===== config.mk =====
export PLATFORM = sky130hd
export DESIGN_NAME = csm_front
export DESIGN_NICKNAME = d
export VERILOG_FILES = /design/src/sv/cir_sample_magnitude_defines.svh /design/src/sv/csm_pkg.sv /design/src/sv/csm_front.sv
export SDC_FILE = /design/constraint.sdc
export NUM_CORES = 2
export LEC_CHECK = 0
export BUFFER_PORTS_ARGS = -buffer_cell sky130_fd_sc_hd__buf_4
export CAP_MARGIN = 20
export CORE_MARGIN = 1
export CORE_UTILIZATION = 51
export DETAILED_ROUTE_END_ITERATION = 6
export PLACE_DENSITY = 0.67
export SYNTH_ARGS = -nofsm -noshare
export SYNTH_HDL_FRONTEND = slang
export SYNTH_SLANG_ARGS = --single-unit

===== constraint.sdc =====
create_clock -name clk_i -period 16.4 [get_ports clk_i]
set_input_delay 4.92 -clock clk_i [delete_from_list [all_inputs] [get_ports clk_i]]
set_output_delay 4.92 -clock clk_i [all_outputs]
set_load 0.01 [all_outputs]

===== src/sv/cir_sample_magnitude_defines.svh =====
// assertion helpers for the sample magnitude block
`ifndef CIR_SAMPLE_MAGNITUDE_DEFINES_SVH
`define CIR_SAMPLE_MAGNITUDE_DEFINES_SVH

// same-cycle implication, sampled on clk_i, off during reset
`define CSM_ASSERT_IMP(lbl, ante, cons, msg) \
  lbl: assert property (@(posedge clk_i) disable iff (!rst_ni) (ante) |-> (cons)) \
    else $error(msg);

// next-cycle implication, sampled on clk_i, off during reset
`define CSM_ASSERT_NXT(lbl, ante, cons, msg) \
  lbl: assert property (@(posedge clk_i) disable iff (!rst_ni) (ante) |=> (cons)) \
    else $error(msg);

`endif


===== src/sv/csm_pkg.sv =====
`default_nettype none

package csm_pkg;

  localparam int unsigned PART_W        = 24;
  localparam int unsigned SHORT_W       = 16;
  localparam int unsigned SUM_W         = 2 * PART_W;
  localparam int unsigned OUT_W         = 32;
  localparam int unsigned FRAC_BITS_DEF = 8;

  // magnitude of one signed part, full or short width
  function automatic logic [PART_W-1:0] part_mag(input logic [PART_W-1:0] raw,
                                                 input logic               full);
    logic [PART_W-1:0]  neg_full;
    logic [SHORT_W-1:0] neg_short;
    logic [PART_W-1:0]  res;
    neg_full  = PART_W'(0) - raw;
    neg_short = SHORT_W'(0) - raw[SHORT_W-1:0];
    if (full) begin
      res = raw[PART_W-1] ? neg_full : raw;
    end else begin
      res = raw[SHORT_W-1] ? PART_W'(neg_short) : PART_W'(raw[SHORT_W-1:0]);
    end
    return res;
  endfunction

endpackage

`default_nettype wire


===== src/sv/csm_front.sv =====
`default_nettype none

module csm_front (
  input  wire logic                       clk_i,
  input  wire logic                       rst_ni,
  input  wire logic                       full_mode_i,
  input  wire logic                       in_valid_i,
  output logic                            in_ready_o,
  input  wire logic [csm_pkg::PART_W-1:0] real_raw_i,
  input  wire logic [csm_pkg::PART_W-1:0] imag_raw_i,
  output logic                            out_valid_o,
  input  wire logic                       out_ready_i,
  output logic [csm_pkg::SUM_W-1:0]       out_sum_o
);
  import csm_pkg::*;

  logic              v1_q, v2_q, v3_q;
  logic              rdy1, rdy2, rdy3;
  logic [PART_W-1:0] mre_q, mim_q;
  logic [SUM_W-1:0]  sqre_q, sqim_q;
  logic [SUM_W-1:0]  sum_q;

  // a stage moves when empty or when its successor takes its data
  assign rdy3       = !v3_q || out_ready_i;
  assign rdy2       = !v2_q || rdy3;
  assign rdy1       = !v1_q || rdy2;
  assign in_ready_o = rdy1;

  always_ff @(posedge clk_i or negedge rst_ni) begin
    if (!rst_ni) begin
      v1_q <= 1'b0;
      v2_q <= 1'b0;
      v3_q <= 1'b0;
    end else begin
      if (rdy1) begin
        v1_q <= in_valid_i;
      end
      if (rdy2) begin
        v2_q <= v1_q;
      end
      if (rdy3) begin
        v3_q <= v2_q;
      end
    end
  end

  // part magnitudes, then squares, then the sum
  always_ff @(posedge clk_i) begin
    if (rdy1 && in_valid_i) begin
      mre_q <= part_mag(real_raw_i, full_mode_i);
      mim_q <= part_mag(imag_raw_i, full_mode_i);
    end
    if (rdy2 && v1_q) begin
      sqre_q <= SUM_W'(mre_q) * SUM_W'(mre_q);
      sqim_q <= SUM_W'(mim_q) * SUM_W'(mim_q);
    end
    if (rdy3 && v2_q) begin
      sum_q <= sqre_q + sqim_q;
    end
  end

  assign out_valid_o = v3_q;
  assign out_sum_o   = sum_q;

endmodule

`default_nettype wire


==> metrics.md <==
| Metric | Value |
|---|---|
| Status | `complete, but fails checks` |
| Failing checks | `DRC` |
| Setup crit end kind | `output port` |
| Syn Inst Count | `~4300` |
| Syn. warnings | `0` |
| Syn nets | `between 5000 and 6000` |
| H-tree Lvls | `4` |
| Critical path class | `primary input to output port` |
| # rows | `between 100 and 150` |
| Post-CTS Setup Bufs | `0` |
| Startpoint types | `primary input` |
| Hold path cells | `1` |
| Seq/Total Area, Yosys | `13.9%` |
| Met3 routed wirelength | `around 4.9 mm` |
| DR pass1 iterations | `7` |
| Final net count | `5649` |
| GRT Util Overall | `23.0%` |
| Largest net degree at the start of global routing | `63` |
| Vias in the first global route | `30346` |
| DR iter-0 viols | `1522` |
| Full die area | `0.0829 mm2` |
| Crit path top cell by count | `buf_4` |
| Via Count | `~28000` |
| Arr. time, crit path | `5.50 ns` |
| RSZ-0062 raised after global routing | `false` |
| Die width | `approximately 290 um` |
| Hpwl dp | `72.5 mm` |
| Yosys cell types | `65` |
| CP required | `11.48 ns` |
| CTS tree | `done` |
| Top sig layer | `met4` |
| Reg2Reg Depth | `23` |
| IO Count | `between 100 and 150` |
| P&R area growth vs syn | `6.25%` |
| Vias per cell | `5.17` |
| Met2 wire length | `approximately 44 mm` |
| Fin util | `between 50% and 60%` |
| Chip height | `288 um` |
| Ys async rst share | `1.55%` |
| EDFF count, synth | `190` |
| First-pass GRT wire length | `150 mm` |
| Hold Path Class | `register to register` |
| Setup violators final | `0` |
| # diodes | `0` |
| Drt wl/cell | `16.4 um` |
| Core Box Area | `about 0.081 mm2` |
| Clk_skew | `0.0233 ns` |
| Clock Path Buffers | `2` |
| Routability cong. | `0.896` |
| Crit path max-delay cell type | `nor2b_1` |
| Worst-Skew Late Latency | `approximately 0.49 ns` |
| Crit-path max FO | `3` |
| Grt ovf | `0` |
| Post-CTS Hold Buffers | `0` |
| Post-Syn Area | `roughly 0.042 mm2` |
| Critical-path cell list | `buf_4 -> nor2b_1 -> nand3_1 -> buf_4` |
| Post_cts resized | `0` |
| Clk slew on worst S/H paths | `0.08 ns` |
| MaxCap Viol Count | `0` |
| M1 WL | `38.2 mm` |
| Slew Viols, Final | `0` |
| Syn avg cell area | `approximately 9.7 um2` |
| Slowest cell delay on critical path | `0.17 ns` |
| Synth Register Bits | `193` |
| Main synth FF type | `edfxtp_1` |
| Final wirelength | `88.6 mm` |
| Final Cycle Share | `63.5%` |
| Slew at the pin closest to its max-slew limit | `about 1.1 ns` |
| Routed Antenna Nets | `0` |
| Clock Sinks | `slightly below 200` |
| Inserted Clock Buffers | `17` |
| Fin. Hold Viols | `0` |
| Initial antenna violation count | `1` |
| Root cell of the clock tree | `clkbuf_16` |
| Buffers on Ports | `102` |
| Fmax | `~96 MHz` |
| FF+latch area | `0.00578 mm2` |
| Post-route minimum period | `10.42 ns` |
| Remaining DRCs | `18` |
| Layout cells sized above 1 | `4.61%` |
| Initial Utilization | `51.7%` |
| Area of the multi-input gates | `0.0309 mm2` |
| Max-Slew Margin vs Limit | `23.5%` |
| Fillers | `7339` |
| Setup TNS | `0 ns` |
## path summary, 6_finish.rpt
| path | slack [ns] | to | startpoint |
|---|---|---|---|
| setup / recovery | 5.98 | in_ready_o | out_ready_i |
| hold / removal | 0.53 | v2_q$_DFFE_PN0P_ | v1_q$_DFFE_PN0N_ |
| setup reg to reg | 7.77 | sqre_q[43]$_DFFE_PP_ | mre_q[8]$_DFFE_PP_ |
| hold reg to reg | 0.53 | v2_q$_DFFE_PN0P_ | v1_q$_DFFE_PN0N_ |
| max in group asynchronous | 12.10 | v2_q$_DFFE_PN0P_ | rst_ni |
| min in group asynchronous | 4.21 | v1_q$_DFFE_PN0N_ | rst_ni |
## kinds of logic after synthesis
group / after synthesis / share of synthesized area [%]
AOI/OAI and AO/OA: 406 / 6.45
xor gates and xnor gates: 185 / 3.89
adders and majority gates: 1248 / 52.7
buffers and inverters: 1350 / 12.2
DFF: 193 / 13.9
muxes: 11 / 0.282
and+or+nand+nor: 922 / 10.7
## layer usage
metal | vias up | track usage (%)
met5 | - | 0
met4 | 0 | 4.60
met3 | 98 | 3.00
met2 | 686 | 39.2
met1 | 14159 | 31.4
li1 | 13107 | -
## flip-flops by register name, indices dropped and copies added, names as in the netlist
signal and cells:
v1_q 1, v2_q 1, mre_q 24, out_sum_o 48, sqim_q 47, mim_q 24
sqre_q 47, out_valid_o 1
## synthesized netlist by cell type (8+ instances only)
library cell | n | area [um2]
a211oi_1 | 15 | 113
a21o_1 | 76 | 571
a21oi_1 | 127 | 636
a221oi_1 | 8 | 70.1
a31oi_1 | 17 | 106
and2_1 | 247 | 1550
and3_1 | 13 | 81.3
clkbuf_1 | 127 | 477
edfxtp_1 | 190 | 5710
fa_1 | 845 | 16900
ha_1 | 403 | 5040
inv_1 | 1221 | 4580
nand2_1 | 396 | 1490
nand2b_1 | 20 | 125
nand3_1 | 25 | 125
nand4_1 | 19 | 119
nor2_1 | 115 | 432
nor2b_1 | 25 | 156
nor3_1 | 24 | 120
o211ai_1 | 9 | 67.6
o21a_1 | 12 | 90.1
o21ai_0 | 58 | 290
o21bai_1 | 17 | 128
o31ai_1 | 10 | 75.1
xnor2_1 | 127 | 1110
xor2_1 | 58 | 508
## critical path, delay by kind of cell
family | cells | cell delay, ns
AND/OR/NAND/NOR | 2 | 0.31
buffers and inverters | 2 | 0.27
## metrics by stage
step	hold WS [ns]	area, um2	worst slack (ns)	std cells
finish	0.531	44300	5.98	5421
global route	0.569	44300	5.89	5421
CTS	0.532	44200	5.98	5419
detailed placement	0.502	43600	5.98	5387
global placement	0.501	43600	6.01	5385
floorplan	0.449	41700	6.28	4315
## layout by cell type (no fill, tap or decap), drive strengths merged, types with 6 or more instances in the layout
master	count
inv	1231
edfxtp	190
a31oi	18
nand3b	7
and2	247
o21ai	60
nor4	6
xor2	58
nor2b	25
fa	845
nand2	396
nand4	19
nand3	25
buf	143
o21a	12
o21bai	17
a21o	76
ha	403
nor3	24
clkbuf	17
or2	6
a211oi	15
or4	7
a21oi	127
nand2b	20
o31ai	10
o211ai	9
a221oi	9
nor2	115
xnor2	127
mux2	6
and3	13
## cell type report
cell class              count  share of cell area (%)
multi-input cells        2772                    69.6
flip-flops and latches    193                    13.0
inverters                1221                    10.3
well taps                1060                    2.99
repair buffers            143                    2.58
clock buffers              17                   0.960
clock inverters            15                   0.438
Power is left out: the tool's default activity adds up to more than one toggle a clock period on the data nets, which glitch-free logic cannot reach.
