[config.mk]
export PLATFORM = sky130hd
export DESIGN_NAME = csm_cell
export DESIGN_NICKNAME = d
export VERILOG_FILES = /design/src/sv/cir_sample_magnitude_defines.svh /design/src/sv/csm_pkg.sv /design/src/sv/csm_cell.sv
export SDC_FILE = /design/constraint.sdc
export NUM_CORES = 1
export LEC_CHECK = 0
export BUFFER_PORTS_ARGS = -buffer_cell sky130_fd_sc_hd__buf_2
export CAP_MARGIN = 10
export CORE_MARGIN = 4
export CORE_UTILIZATION = 25
export DETAILED_ROUTE_END_ITERATION = 10
export SETUP_SLACK_MARGIN = 0.1
export SYNTH_ARGS = -nofsm -noshare
export SYNTH_HDL_FRONTEND = slang
export SYNTH_SLANG_ARGS = --single-unit
[constraint.sdc]
create_clock -name clk_i -period 4.9 [get_ports clk_i]
set_clock_uncertainty 0.15 [all_clocks]
set_input_delay 0.49 -clock clk_i [delete_from_list [all_inputs] [get_ports clk_i]]
set_output_delay 0.49 -clock clk_i [all_outputs]
set_load 0.1 [all_outputs]
[src/sv/cir_sample_magnitude_defines.svh]
// assertion helpers for the sample magnitude block
`ifndef CIR_SAMPLE_MAGNITUDE_DEFINES_SVH
`define CIR_SAMPLE_MAGNITUDE_DEFINES_SVH

// same-cycle implication, sampled on clk_i, off during reset
`define CSM_ASSERT_IMP(lbl, ante, cons, msg) \
  lbl: assert property (@(posedge clk_i) disable iff (!rst_ni) (ante) |-> (cons)) \
    else $error(msg);

// next-cycle implication, sampled on clk_i, off during reset
`define CSM_ASSERT_NXT(lbl, ante, cons, msg) \
  lbl: assert property (@(posedge clk_i) disable iff (!rst_ni) (ante) |=> (cons)) \
    else $error(msg);

`endif

[src/sv/csm_pkg.sv]
`default_nettype none

package csm_pkg;

  localparam int unsigned PART_W        = 24;
  localparam int unsigned SHORT_W       = 16;
  localparam int unsigned SUM_W         = 2 * PART_W;
  localparam int unsigned OUT_W         = 32;
  localparam int unsigned FRAC_BITS_DEF = 8;

  // magnitude of one signed part, full or short width
  function automatic logic [PART_W-1:0] part_mag(input logic [PART_W-1:0] raw,
                                                 input logic               full);
    logic [PART_W-1:0]  neg_full;
    logic [SHORT_W-1:0] neg_short;
    logic [PART_W-1:0]  res;
    neg_full  = PART_W'(0) - raw;
    neg_short = SHORT_W'(0) - raw[SHORT_W-1:0];
    if (full) begin
      res = raw[PART_W-1] ? neg_full : raw;
    end else begin
      res = raw[SHORT_W-1] ? PART_W'(neg_short) : PART_W'(raw[SHORT_W-1:0]);
    end
    return res;
  endfunction

endpackage

`default_nettype wire

[src/sv/csm_cell.sv]
`default_nettype none

module csm_cell #(
  parameter int unsigned ROOT_W = csm_pkg::PART_W + csm_pkg::FRAC_BITS_DEF
) (
  input  wire logic                      clk_i,
  input  wire logic                      rst_ni,
  input  wire logic                      in_valid_i,
  output logic                           in_ready_o,
  input  wire logic [csm_pkg::SUM_W-1:0] in_sum_i,
  input  wire logic [ROOT_W+1:0]         in_rem_i,
  input  wire logic [ROOT_W-1:0]         in_root_i,
  output logic                           out_valid_o,
  input  wire logic                      out_ready_i,
  output logic [csm_pkg::SUM_W-1:0]      out_sum_o,
  output logic [ROOT_W+1:0]              out_rem_o,
  output logic [ROOT_W-1:0]              out_root_o
);
  import csm_pkg::*;

  localparam int unsigned REM_W = ROOT_W + 2;

  logic             valid_q;
  logic [SUM_W-1:0] sum_q, sum_d;
  logic [REM_W-1:0] rem_q, rem_d;
  logic [ROOT_W-1:0] root_q, root_d;
  logic [REM_W-1:0] rem_sh, trial;
  logic             take;

  assign in_ready_o = !valid_q || out_ready_i;

  // one restoring step: bring down the next pair, try 4*root+1
  always_comb begin
    rem_sh = {in_rem_i[REM_W-3:0], in_sum_i[SUM_W-1 -: 2]};
    trial  = {in_root_i, 2'b01};
    take   = rem_sh >= trial;
    rem_d  = take ? (rem_sh - trial) : rem_sh;
    root_d = {in_root_i[ROOT_W-2:0], take};
    sum_d  = {in_sum_i[SUM_W-3:0], 2'b00};
  end

  always_ff @(posedge clk_i or negedge rst_ni) begin
    if (!rst_ni) begin
      valid_q <= 1'b0;
    end else if (in_ready_o) begin
      valid_q <= in_valid_i;
    end
  end

  always_ff @(posedge clk_i) begin
    if (in_ready_o && in_valid_i) begin
      sum_q  <= sum_d;
      rem_q  <= rem_d;
      root_q <= root_d;
    end
  end

  assign out_valid_o = valid_q;
  assign out_sum_o   = sum_q;
  assign out_rem_o   = rem_q;
  assign out_root_o  = root_q;

endmodule

`default_nettype wire

==> results of run 1 <==
-- layout make-up --
class                   count  area, um^2
clock buffers              17         425
clock inverters            15         173
fillers                  2322       14900
inverters                  49         184
multi-input cells         326        2210
flip-flops and latches    113        3390
well taps                 313         392
repair buffers            234        1190
-- through the flow --
step,area [um^2],util (%)
2_1_floorplan,5870,-
3_3_place_gp,7350,32.2
3_5_place_dp,7350,32.2
4_1_cts,7960,34.8
5_1_grt,7960,34.8
6_report,7960,34.8
-- power by group through the flow --
stage | sequential (mW) | combinational [mW] | clock (mW)
final | 1.17 | 0.972 | 1.27
after global placement | 1.19 | 0.971 | 0
after detailed placement | 1.19 | 0.978 | 0
after floorplan | 1.66 | 0.318 | 0
after CTS | 1.17 | 0.980 | 1.31
after global routing | 1.17 | 1.03 | 1.35
-- layer usage --
metal	GRT usage, %	wire length (um)	vias to the layer above
met2	21.3	7980	173
met5	0	40	-
li1	-	-	2332
met1	14.5	6780	2140
met4	4.23	233	10
met3	4.80	1540	25
-- path summary, 6_finish.rpt --
kind / depth (start not counted) / to / startpoint
worst min register to register: 2 / out_valid_o / out_valid_o
worst max register to register: 3 / out_root_o[19] / out_valid_o
worst min-delay path: 1 / out_sum_o[13] / in_sum_i[11]
min in group asynchronous: 2 / out_valid_o / rst_ni
worst max-delay path: 12 / out_rem_o[31] / in_root_i[9]
max in group asynchronous: 2 / out_valid_o / rst_ni
-- state kept, by name (all words and copies together) (netlist names) --
register     flops
out_sum_o       46
out_rem_o       34
out_root_o      32
out_valid_o      1
-- kinds of logic (layout without fill, tap and decap cells) --
family,Yosys count,count (layout),synth area share [%]
DFF,113,113,57.8
and+or+nand+nor,119,119,9.82
adders and majority gates,34,34,7.26
other,1,2,0.0640
AOI/OAI and AO/OA,144,144,16.2
buffers and inverters,64,315,4.82
xor gates and xnor gates,27,27,4.04
-- critical path, cell delays in order --
cell and delay [ps]:
buf_2 90, inv_1 40, ha_1 360, a211o_1 340
a21oi_2 210, o211ai_1 180, a221oi_2 410, nor2_1 130
a21boi_4 150, buf_4 420, inv_1 110, a31o_1 190
-- cell usage in the layout (no fill, tap or decap), types with 3 or more instances in the layout --
| cell type | count |
|---|---|
| a211oi_1 | 5 |
| a21o_1 | 11 |
| a21oi_1 | 36 |
| a31oi_1 | 3 |
| buf_2 | 229 |
| buf_4 | 4 |
| clkbuf_16 | 17 |
| clkinv_4 | 3 |
| edfxtp_1 | 112 |
| ha_1 | 34 |
| inv_1 | 49 |
| inv_6 | 5 |
| nand2_1 | 53 |
| nand2b_1 | 5 |
| nand3_1 | 11 |
| nand4_1 | 7 |
| nor2_1 | 21 |
| nor3_1 | 3 |
| nor4_1 | 4 |
| o211ai_1 | 4 |
| o21a_1 | 5 |
| o21ai_0 | 30 |
| o21ai_1 | 16 |
| o21bai_1 | 6 |
| xnor2_1 | 14 |
| xor2_1 | 13 |
==> results.md, run 1 <==
- Fin crit share: 63.4%
- Routed WL per cell: 15.5 um
- Final ANT Viol Nets: 0
- WP data required: 4920 ps
- Post-cts sizing count: 0
- RSZ-0062 raised after global routing: false
- Placeable Area: 0.0228 mm^2
- Place WS: 1330 ps
- # DRC: 0
- GP Congestion: 0.840
- Nets: 893
- Post-DP HPWL: 12,900 um
- Vias: 4,680
- Drt total wl: 16,600 um
- HP Class: input port to register
- Slew headroom: 50.2%
- Most frequent cell after synthesis: edfxtp_1
- Largest net degree at the start of global routing: 57
- Post-route minimum period: 3110 ps
- Htree depth: 4
- Hold-fix buffers, CTS: 1
- Peak VDD IR: 0.199 mV
- Worst setup EP type: register
- Fin Hold WS: 92.5 ps
- Register area share after synthesis: 57.8%
- Async set-reset flop share out of synthesis: 0.885%
- Die H: 161 um
- Non-Filler Instances: 1,067
- Yosys reg bits: 113
- Area share of the largest cell type after synthesis: 57.4%
- Total GRT Usage: 12.5%
- Clock Tree Buf Depth: 2
- Power share of the clock group: 37.2%
- Port Buf Inserts: 229
- Row Count: 55
- Final max-slew violation count: 0
- Power share of the combinational group: 28.6%
- Final setup margin: 1790 ps
- Hold Fails Final Rpt: 0
- Setup Viol. Count Final: 0
- Primary FF master, synth: edfxtp_1
- Most frequent cells after synthesis: edfxtp_1, nand2_1, inv_1
- Die X: 161 um
- Placed cell count: 1,034
- Yosys cell types: 61
- Switching Fraction: 37.4%
- Vias per cell: 4.39
- ANT cells: 0
- Latest clock arrival within the worst-skew pair: 420 ps
- Post-Syn Instances: 502
- Share of power burned in registers: 34.3%
- Largest cells by area after synthesis: edfxtp_1, ha_1, nand2_1, inv_1, a21oi_1
- CTS buffer count: 17
- Die Area: 0.0260 mm^2
- Max_cap viols: 0
- Critical Path Start Type: input port
- Pwr Total: 3.40 mW
- Grt total ovfl: 0
- Sink Count: 113
- First-pass GRT wire length: 25,200 um
- Setup Buffers After CTS: 0
- CP max FO: 47
- Layout cells sized above 1: 37.3%
- Root Driver: clkbuf_16
- Setup CP Type: input port to register
- Initial Util: 25.7%
- Clock-pin transition on the worst setup and hold timing paths: 60 ps
- Fmax: 322 MHz
- Sw Pwr: 1.27 mW
- Post-synth EDFFs: 112
- Cell-internal power: 2.13 mW
- Yosys warning count: 0
- Antenna violations before repair: 5
- Synth Area per Inst: 11.7 um^2
- Synth Cell Area: 0.00586 mm^2
- Crit path DAT: 3130 ps
- CTS tree: yes
- Reg-to-reg slack, setup: 2670 ps
- Worst Tran Pin Value: 747 ps
- DRT Pass-1 Iters: 4
- Sum Neg Setup Slack: 0 ps
- Layout area overhead: 35.7%
- Vias in the first global route: 4,607
- Pleak: 3.48 nW
- Status: finished, final reports clean
- I/O pin count: 234
- Post-synth top area cell: edfxtp_1
- DRT iter0 DRCs: 229
- PD cells: 428 mW/mm^2
Power figures use the tool's default switching activity.
==> run 2, diff against run 1 <==
--- a/config.mk
+++ b/config.mk
@@ -5,6 +5,7 @@
 export SDC_FILE = /design/constraint.sdc
 export NUM_CORES = 1
 export LEC_CHECK = 0
+export ABC_AREA = 1
 export BUFFER_PORTS_ARGS = -buffer_cell sky130_fd_sc_hd__buf_2
 export CAP_MARGIN = 10
 export CORE_MARGIN = 4
==> constraint.sdc (replaced) <==
create_clock -name clk_i -period 2.84 [get_ports clk_i]
set_clock_uncertainty 0.15 [all_clocks]
set_input_delay 0.284 -clock clk_i [delete_from_list [all_inputs] [get_ports clk_i]]
set_output_delay 0.284 -clock clk_i [all_outputs]
set_load 0.1 [all_outputs]
==> run 2 against run 1 <==
  * Cell area increased by 23%
  * Wire length rose by 26%
  * Clock power up 74%
  * Sequential cell count stayed put
  * Power is 80% higher
==> results.md, run 2 <==
- DRT Pass-1 Iters: 5
- Row Count: 58
- First-pass GRT wire length: 32,100 um
- Placed cell count: 1,305
- Vias in the first global route: 6,049
- Highest routed layer: met4
- Pleak: 4.79 nW
- Placeable Area: 0.0253 mm^2
- RSZ-0062 raised after global routing: false
- Clock-pin transition on the worst setup and hold timing paths: 60 ps
- Register area share after synthesis: 52.7%
- Status: finished, final reports clean
- DR WL met3: 1360 um
- Final max-slew violation count: 0
- Die H: 168 um
- Hold Fails Final Rpt: 0
- WP data required: 2910 ps
- Post-synth EDFFs: 112
- Non-Filler Instances: 1,445
- Largest cells by area after synthesis: edfxtp_1, nand2_1, inv_1, ha_1, nor2_1
- GP Congestion: 0.854
- Post-synth top area cell: edfxtp_1
- Synth Area per Inst: 8.63 um^2
- Yosys reg bits: 113
- PD cells: 626 mW/mm^2
- Drt total wl: 20,900 um
- CP Cell Sequence: dlygate4sd3_1 -> buf_2 -> inv_1 -> ha_1 -> a21oi_2 -> o21ai_0 -> a21oi_1 -> nand3_2 -> nand2_2 -> nand2_8 -> buf_4 -> o21ai_0
- Sink Count: 113
- Post-route minimum period: 2640 ps
- Most frequent cell after synthesis: nand2_1
- Pwr Total: 6.13 mW
- Root Driver: clkbuf_16
- Critical Path Start Type: input port
- Latest clock arrival within the worst-skew pair: 420 ps
- CTS tree: yes
- Final ANT Viol Nets: 0
- Port Buf Inserts: 229
- Initial Util: 25.4%
- CTS buffer count: 17
- Worst Tran Pin Value: 511 ps
- Slew headroom: 66.1%
- Most frequent cells in the layout: nand2_1, buf_2, inv_1
- Async set-reset flop share out of synthesis: 0.885%
- Grt total ovfl: 0
- Primary FF master, synth: edfxtp_1
- Worst path most repeated cell: o21ai_0
- ANT cells: 0
- Nets: 1,254
- Worst setup EP type: register
- Clock Tree Buf Depth: 2
- Htree depth: 4
- Routed wl met2: 9970 um
- Die Area: 0.0283 mm^2
- Routed WL per cell: 14.5 um
- CP max FO: 8
- Crit path DAT: 2710 ps
- Antenna violations before repair: 0
- Most common cell after layout, fill and taps aside: nand2_1
- Post-DP HPWL: 16,000 um
- Total GRT Usage: 14.5%
- Largest net degree at the start of global routing: 77
- Synth Cell Area: 0.00642 mm^2
- Layout cells sized above 1: 27.7%
- # DRC: 0
- Vias: 5,938
- Layout area overhead: 52.3%
- Setup CP Type: input port to register
- I/O pin count: 234
- Max incr delay on CP: 530 ps
- Fin crit share: 92.9%
- Fin Hold WS: 18.4 ps
- Setup Viol. Count Final: 0
- Peak VDD IR: 0.301 mV
- Area share of the largest cell type after synthesis: 52.4%
- Die X: 168 um
- Max reg flops: 46
- Most frequent cells after synthesis: nand2_1, inv_1, edfxtp_1
- Sum Neg Setup Slack: 0 ps
- DRT iter0 DRCs: 277
- Slowest stage cell, crit path: dlygate4sd3_1
- Yosys warning count: 0
- Yosys cell types: 32
- Post-Syn Instances: 744
- HP Class: input port to async pin
- Vias per cell: 4.11
- M1 WL: 9400 um
- Max_cap viols: 0
- Fmax: 379 MHz
[run 2: where the power goes]
group	internal (mW)	switching, mW
registers	1.99	0.0241
clock network	1.32	0.886
logic	0.480	1.43
[run 2: logic make-up (layout without fill, tap and decap cells)]
group,Yosys count,in the layout,share of synthesized area [%]
simple gates,397,397,25.6
buf+inv,132,502,8.40
flops,113,113,52.7
compound gates,50,50,4.23
fa+ha+maj,34,34,6.62
xor+xnor,17,17,2.32
other cells,1,2,0.0584
[run 2: path summary, 6_finish.rpt]
kind | slack (ps) | start | to | cells past startpoint
max | 200 | in_root_i[21] | out_rem_o[1] | 12
min | 20 | rst_ni | out_valid_o | 2
max reg2reg | 1190 | out_valid_o | out_rem_o[3] | 2
min reg2reg | 770 | out_valid_o | out_sum_o[23] | 2
max in group asynchronous | 2420 | rst_ni | out_valid_o | 2
min in group clk_i | 20 | in_rem_i[25] | out_rem_o[27] | 3
[run 2: metrics by stage]
step,cell area (um^2),util [%],setup slack (ps)
after floorplan,6440,-,-307
after global placement,8010,31.7,299
after detailed placement,8010,31.7,265
after CTS,9660,38.2,129
after global routing,9780,38.7,67.0
final,9780,38.7,202
[run 2: critical path, delay by kind of cell]
| kind | cells | cell delay (ps) |
|---|---|---|
| simple gates | 3 | 340 |
| compound gates | 4 | 860 |
| buf+inv | 4 | 870 |
| fa+ha+maj | 1 | 350 |
[run 2: layout make-up]
type,count,area (um^2)
clock buffer,17,425
inverter,124,470
fill,2626,15500
tap,330,413
timing repair buffer,346,2300
multi-input combinational,500,2610
sequential,113,3390
clock inverter,15,171
[run 2: metal layers]
layer | vias to the layer above | track usage (%)
li1 | 3107 | -
met1 | 2648 | 18.7
met2 | 173 | 24.3
met3 | 10 | 3.57
met4 | 0 | 3.81
met5 | - | 0
[run 2: repair_timing]
action                                 CTS  global route
setup endpoints to repair                0            33
resized for setup                        0            24
hold buffers                           105             0
endpoints found under the hold margin  104             0
setup buffers                            0             3
==> run 3, diff against run 2 <==
--- a/config.mk
+++ b/config.mk
@@ -6,11 +6,12 @@
 export NUM_CORES = 1
 export LEC_CHECK = 0
 export ABC_AREA = 1
-export BUFFER_PORTS_ARGS = -buffer_cell sky130_fd_sc_hd__buf_2
 export CAP_MARGIN = 10
 export CORE_MARGIN = 4
-export CORE_UTILIZATION = 25
+export CORE_UTILIZATION = 30
 export DETAILED_ROUTE_END_ITERATION = 10
+export DONT_BUFFER_PORTS = 1
+export GPL_TIMING_DRIVEN = 0
 export SETUP_SLACK_MARGIN = 0.1
 export SYNTH_ARGS = -nofsm -noshare
 export SYNTH_HDL_FRONTEND = slang
==> run 3 against run 2 <==
  * Critical path depth down 1
  * Wire length down 3.2%
  * Combinational power down 53%
  * Setup slack better by 410 ps
  * Sequential power up 41%
  * Utilization up 2.2 points
  * Count of clock-buffer cells in the layout unchanged
  * Fmax up 18%
  * Sequential cell count unchanged
  * Global-route usage up 2.3 points
  * Cell area down 12%
  * Sequential share of layout area up 4.7 points
==> results.md, run 3 (synthesis results as in run 2) <==
- CP max FO: 4
- Hold-fix buffers, CTS: 113
- Routed WL per cell: 17.3 um
- CTS tree: yes
- Placed cell count: 1,023
- Post-DP HPWL: 15,200 um
- Max_cap viols: 0
- Peak VDD IR: 0.294 mV
- Pleak: 3.94 nW
- Post-route minimum period: 2230 ps
- Latest clock arrival within the worst-skew pair: 410 ps
- ANT cells: 0
- Vias: 5,239
- Vias in the first global route: 5,537
- Post-cts sizing count: 0
- GP Congestion: 0.880
- Layout cells sized above 1: 6.61%
- CTS buffer count: 17
- Switching Fraction: 36.6%
- Non-Filler Instances: 1,168
- R2R Path Start: out_valid_o
- Die H: 154 um
- Initial Util: 30.6%
- Fin crit share: 78.5%
- Min-Delay Path Depth: 3
- HP Class: input port to register
- Clock Tree Buf Depth: 2
- Crit path DAT: 2250 ps
- Layout area overhead: 34.1%
- Status: finished, final reports clean
- Clock-pin transition on the worst setup and hold timing paths: 60 ps
- WP data required: 2860 ps
- Most frequent cells in the layout: nand2_1, inv_1, dlygate4sd3_1
- Sink Count: 113
- Max reg flops: 46
- Hold Fails Final Rpt: 0
- Drt total wl: 20,200 um
- Die X: 154 um
- Final ANT Viol Nets: 0
- Htree depth: 4
- Largest net degree at the start of global routing: 35
- PD cells: 702 mW/mm^2
- Worst setup EP type: register
- Worst Tran Pin Value: 953 ps
- Root Driver: clkbuf_16
- Final max-slew violation count: 0
- # DRC: 0
- DRT Pass-1 Iters: 6
- Cell-internal power: 3.84 mW
- Worst R2R Path Depth: 2
- Placeable Area: 0.0210 mm^2
- Antenna violations before repair: 0
- Most common cell after layout, fill and taps aside: nand2_1
- Power share of the combinational group: 14.9%
- Share of power burned in registers: 47.0%
- Slew headroom: 36.3%
- Setup Buffers After CTS: 0
- Fill count: 2,074
- DRT iter0 DRCs: 266
- Nets: 1,032
- Vias per cell: 4.49
- First-pass GRT wire length: 30,900 um
- Row Count: 53
- Fmax: 449 MHz
- Die Area: 0.0238 mm^2
- Sw Pwr: 2.21 mW
- Pwr Total: 6.05 mW
- Critical Path Start Type: input port
- Total GRT Usage: 16.8%
- Grt total ovfl: 0
- Port Buf Inserts: 0
- I/O pin count: 234
- Min-delay src: in_sum_i[46]
- Setup CP Type: input port to register
- RSZ-0062 raised after global routing: false
- Setup Viol. Count Final: 0
- Power share of the clock group: 38.1%
- Crit path from: in_root_i[6]
run 3: final timing paths:
| check | end | slack (ps) |
|---|---|---|
| max in group asynchronous | out_valid_o | 1950 |
| hold / removal | out_rem_o[0] | 20 |
| setup / recovery | out_rem_o[29] | 610 |
| min in group asynchronous | out_valid_o | 470 |
| setup reg to reg | out_sum_o[7] | 630 |
| hold reg to reg | out_sum_o[4] | 1000 |
run 3: layout make-up:
cell class / count / area [um^2] / area share [%]
buffer: 8 / 71.3 / 0.828
sequential: 113 / 3390 / 39.4
tap: 275 / 344 / 4.00
inverter: 124 / 468 / 5.43
timing repair buffer: 116 / 1190 / 13.8
clock buffer: 17 / 425 / 4.94
multi-input combinational: 500 / 2510 / 29.2
clock inverter: 15 / 209 / 2.43
run 3: metal layers:
metal	wire, um	GRT usage (%)	up-vias
met2	9710	28.5	169
met5	0	0	-
met1	8980	21.3	2396
met3	1400	4.70	11
li1	-	-	2663
met4	149	3.78	0
run 3: power by group through the flow:
| stage | Clock (mW) | Sequential (mW) | Combinational [mW] |
|---|---|---|---|
| final | 2.30 | 2.84 | 0.904 |
| after global routing | 2.45 | 2.85 | 1.02 |
| after CTS | 2.36 | 2.85 | 0.912 |
| after detailed placement | 0 | 2.88 | 0.772 |
| after global placement | 0 | 2.89 | 0.758 |
| after floorplan | 0 | 2.86 | 0.578 |
run 3: per-stage QoR:
step | hold slack (ps) | area, um^2 | utilization (%) | setup TNS (ps) | setup WS, ps
finish | 16.7 | 8610 | 41.0 | 0 | 610
global route | 31.6 | 8610 | 41.0 | 0 | 397
floorplan | -162 | 6440 | - | -34360 | -307
detailed placement | -161 | 6850 | 32.6 | 0 | 138
global placement | -162 | 6790 | 32.3 | -126080 | -1140
CTS | 2.11 | 8610 | 41.0 | 0 | 581
run 3: worst max-delay path, cell delays in order:
cell and delay [ps]:
inv_1 20, ha_1 350, nand2_1 130, nor2_1 220
nand2_1 70, o21ai_0 620, nand2_1 230, nand2_1 120
nand2_1 50, nand3_1 80, nand2_1 50
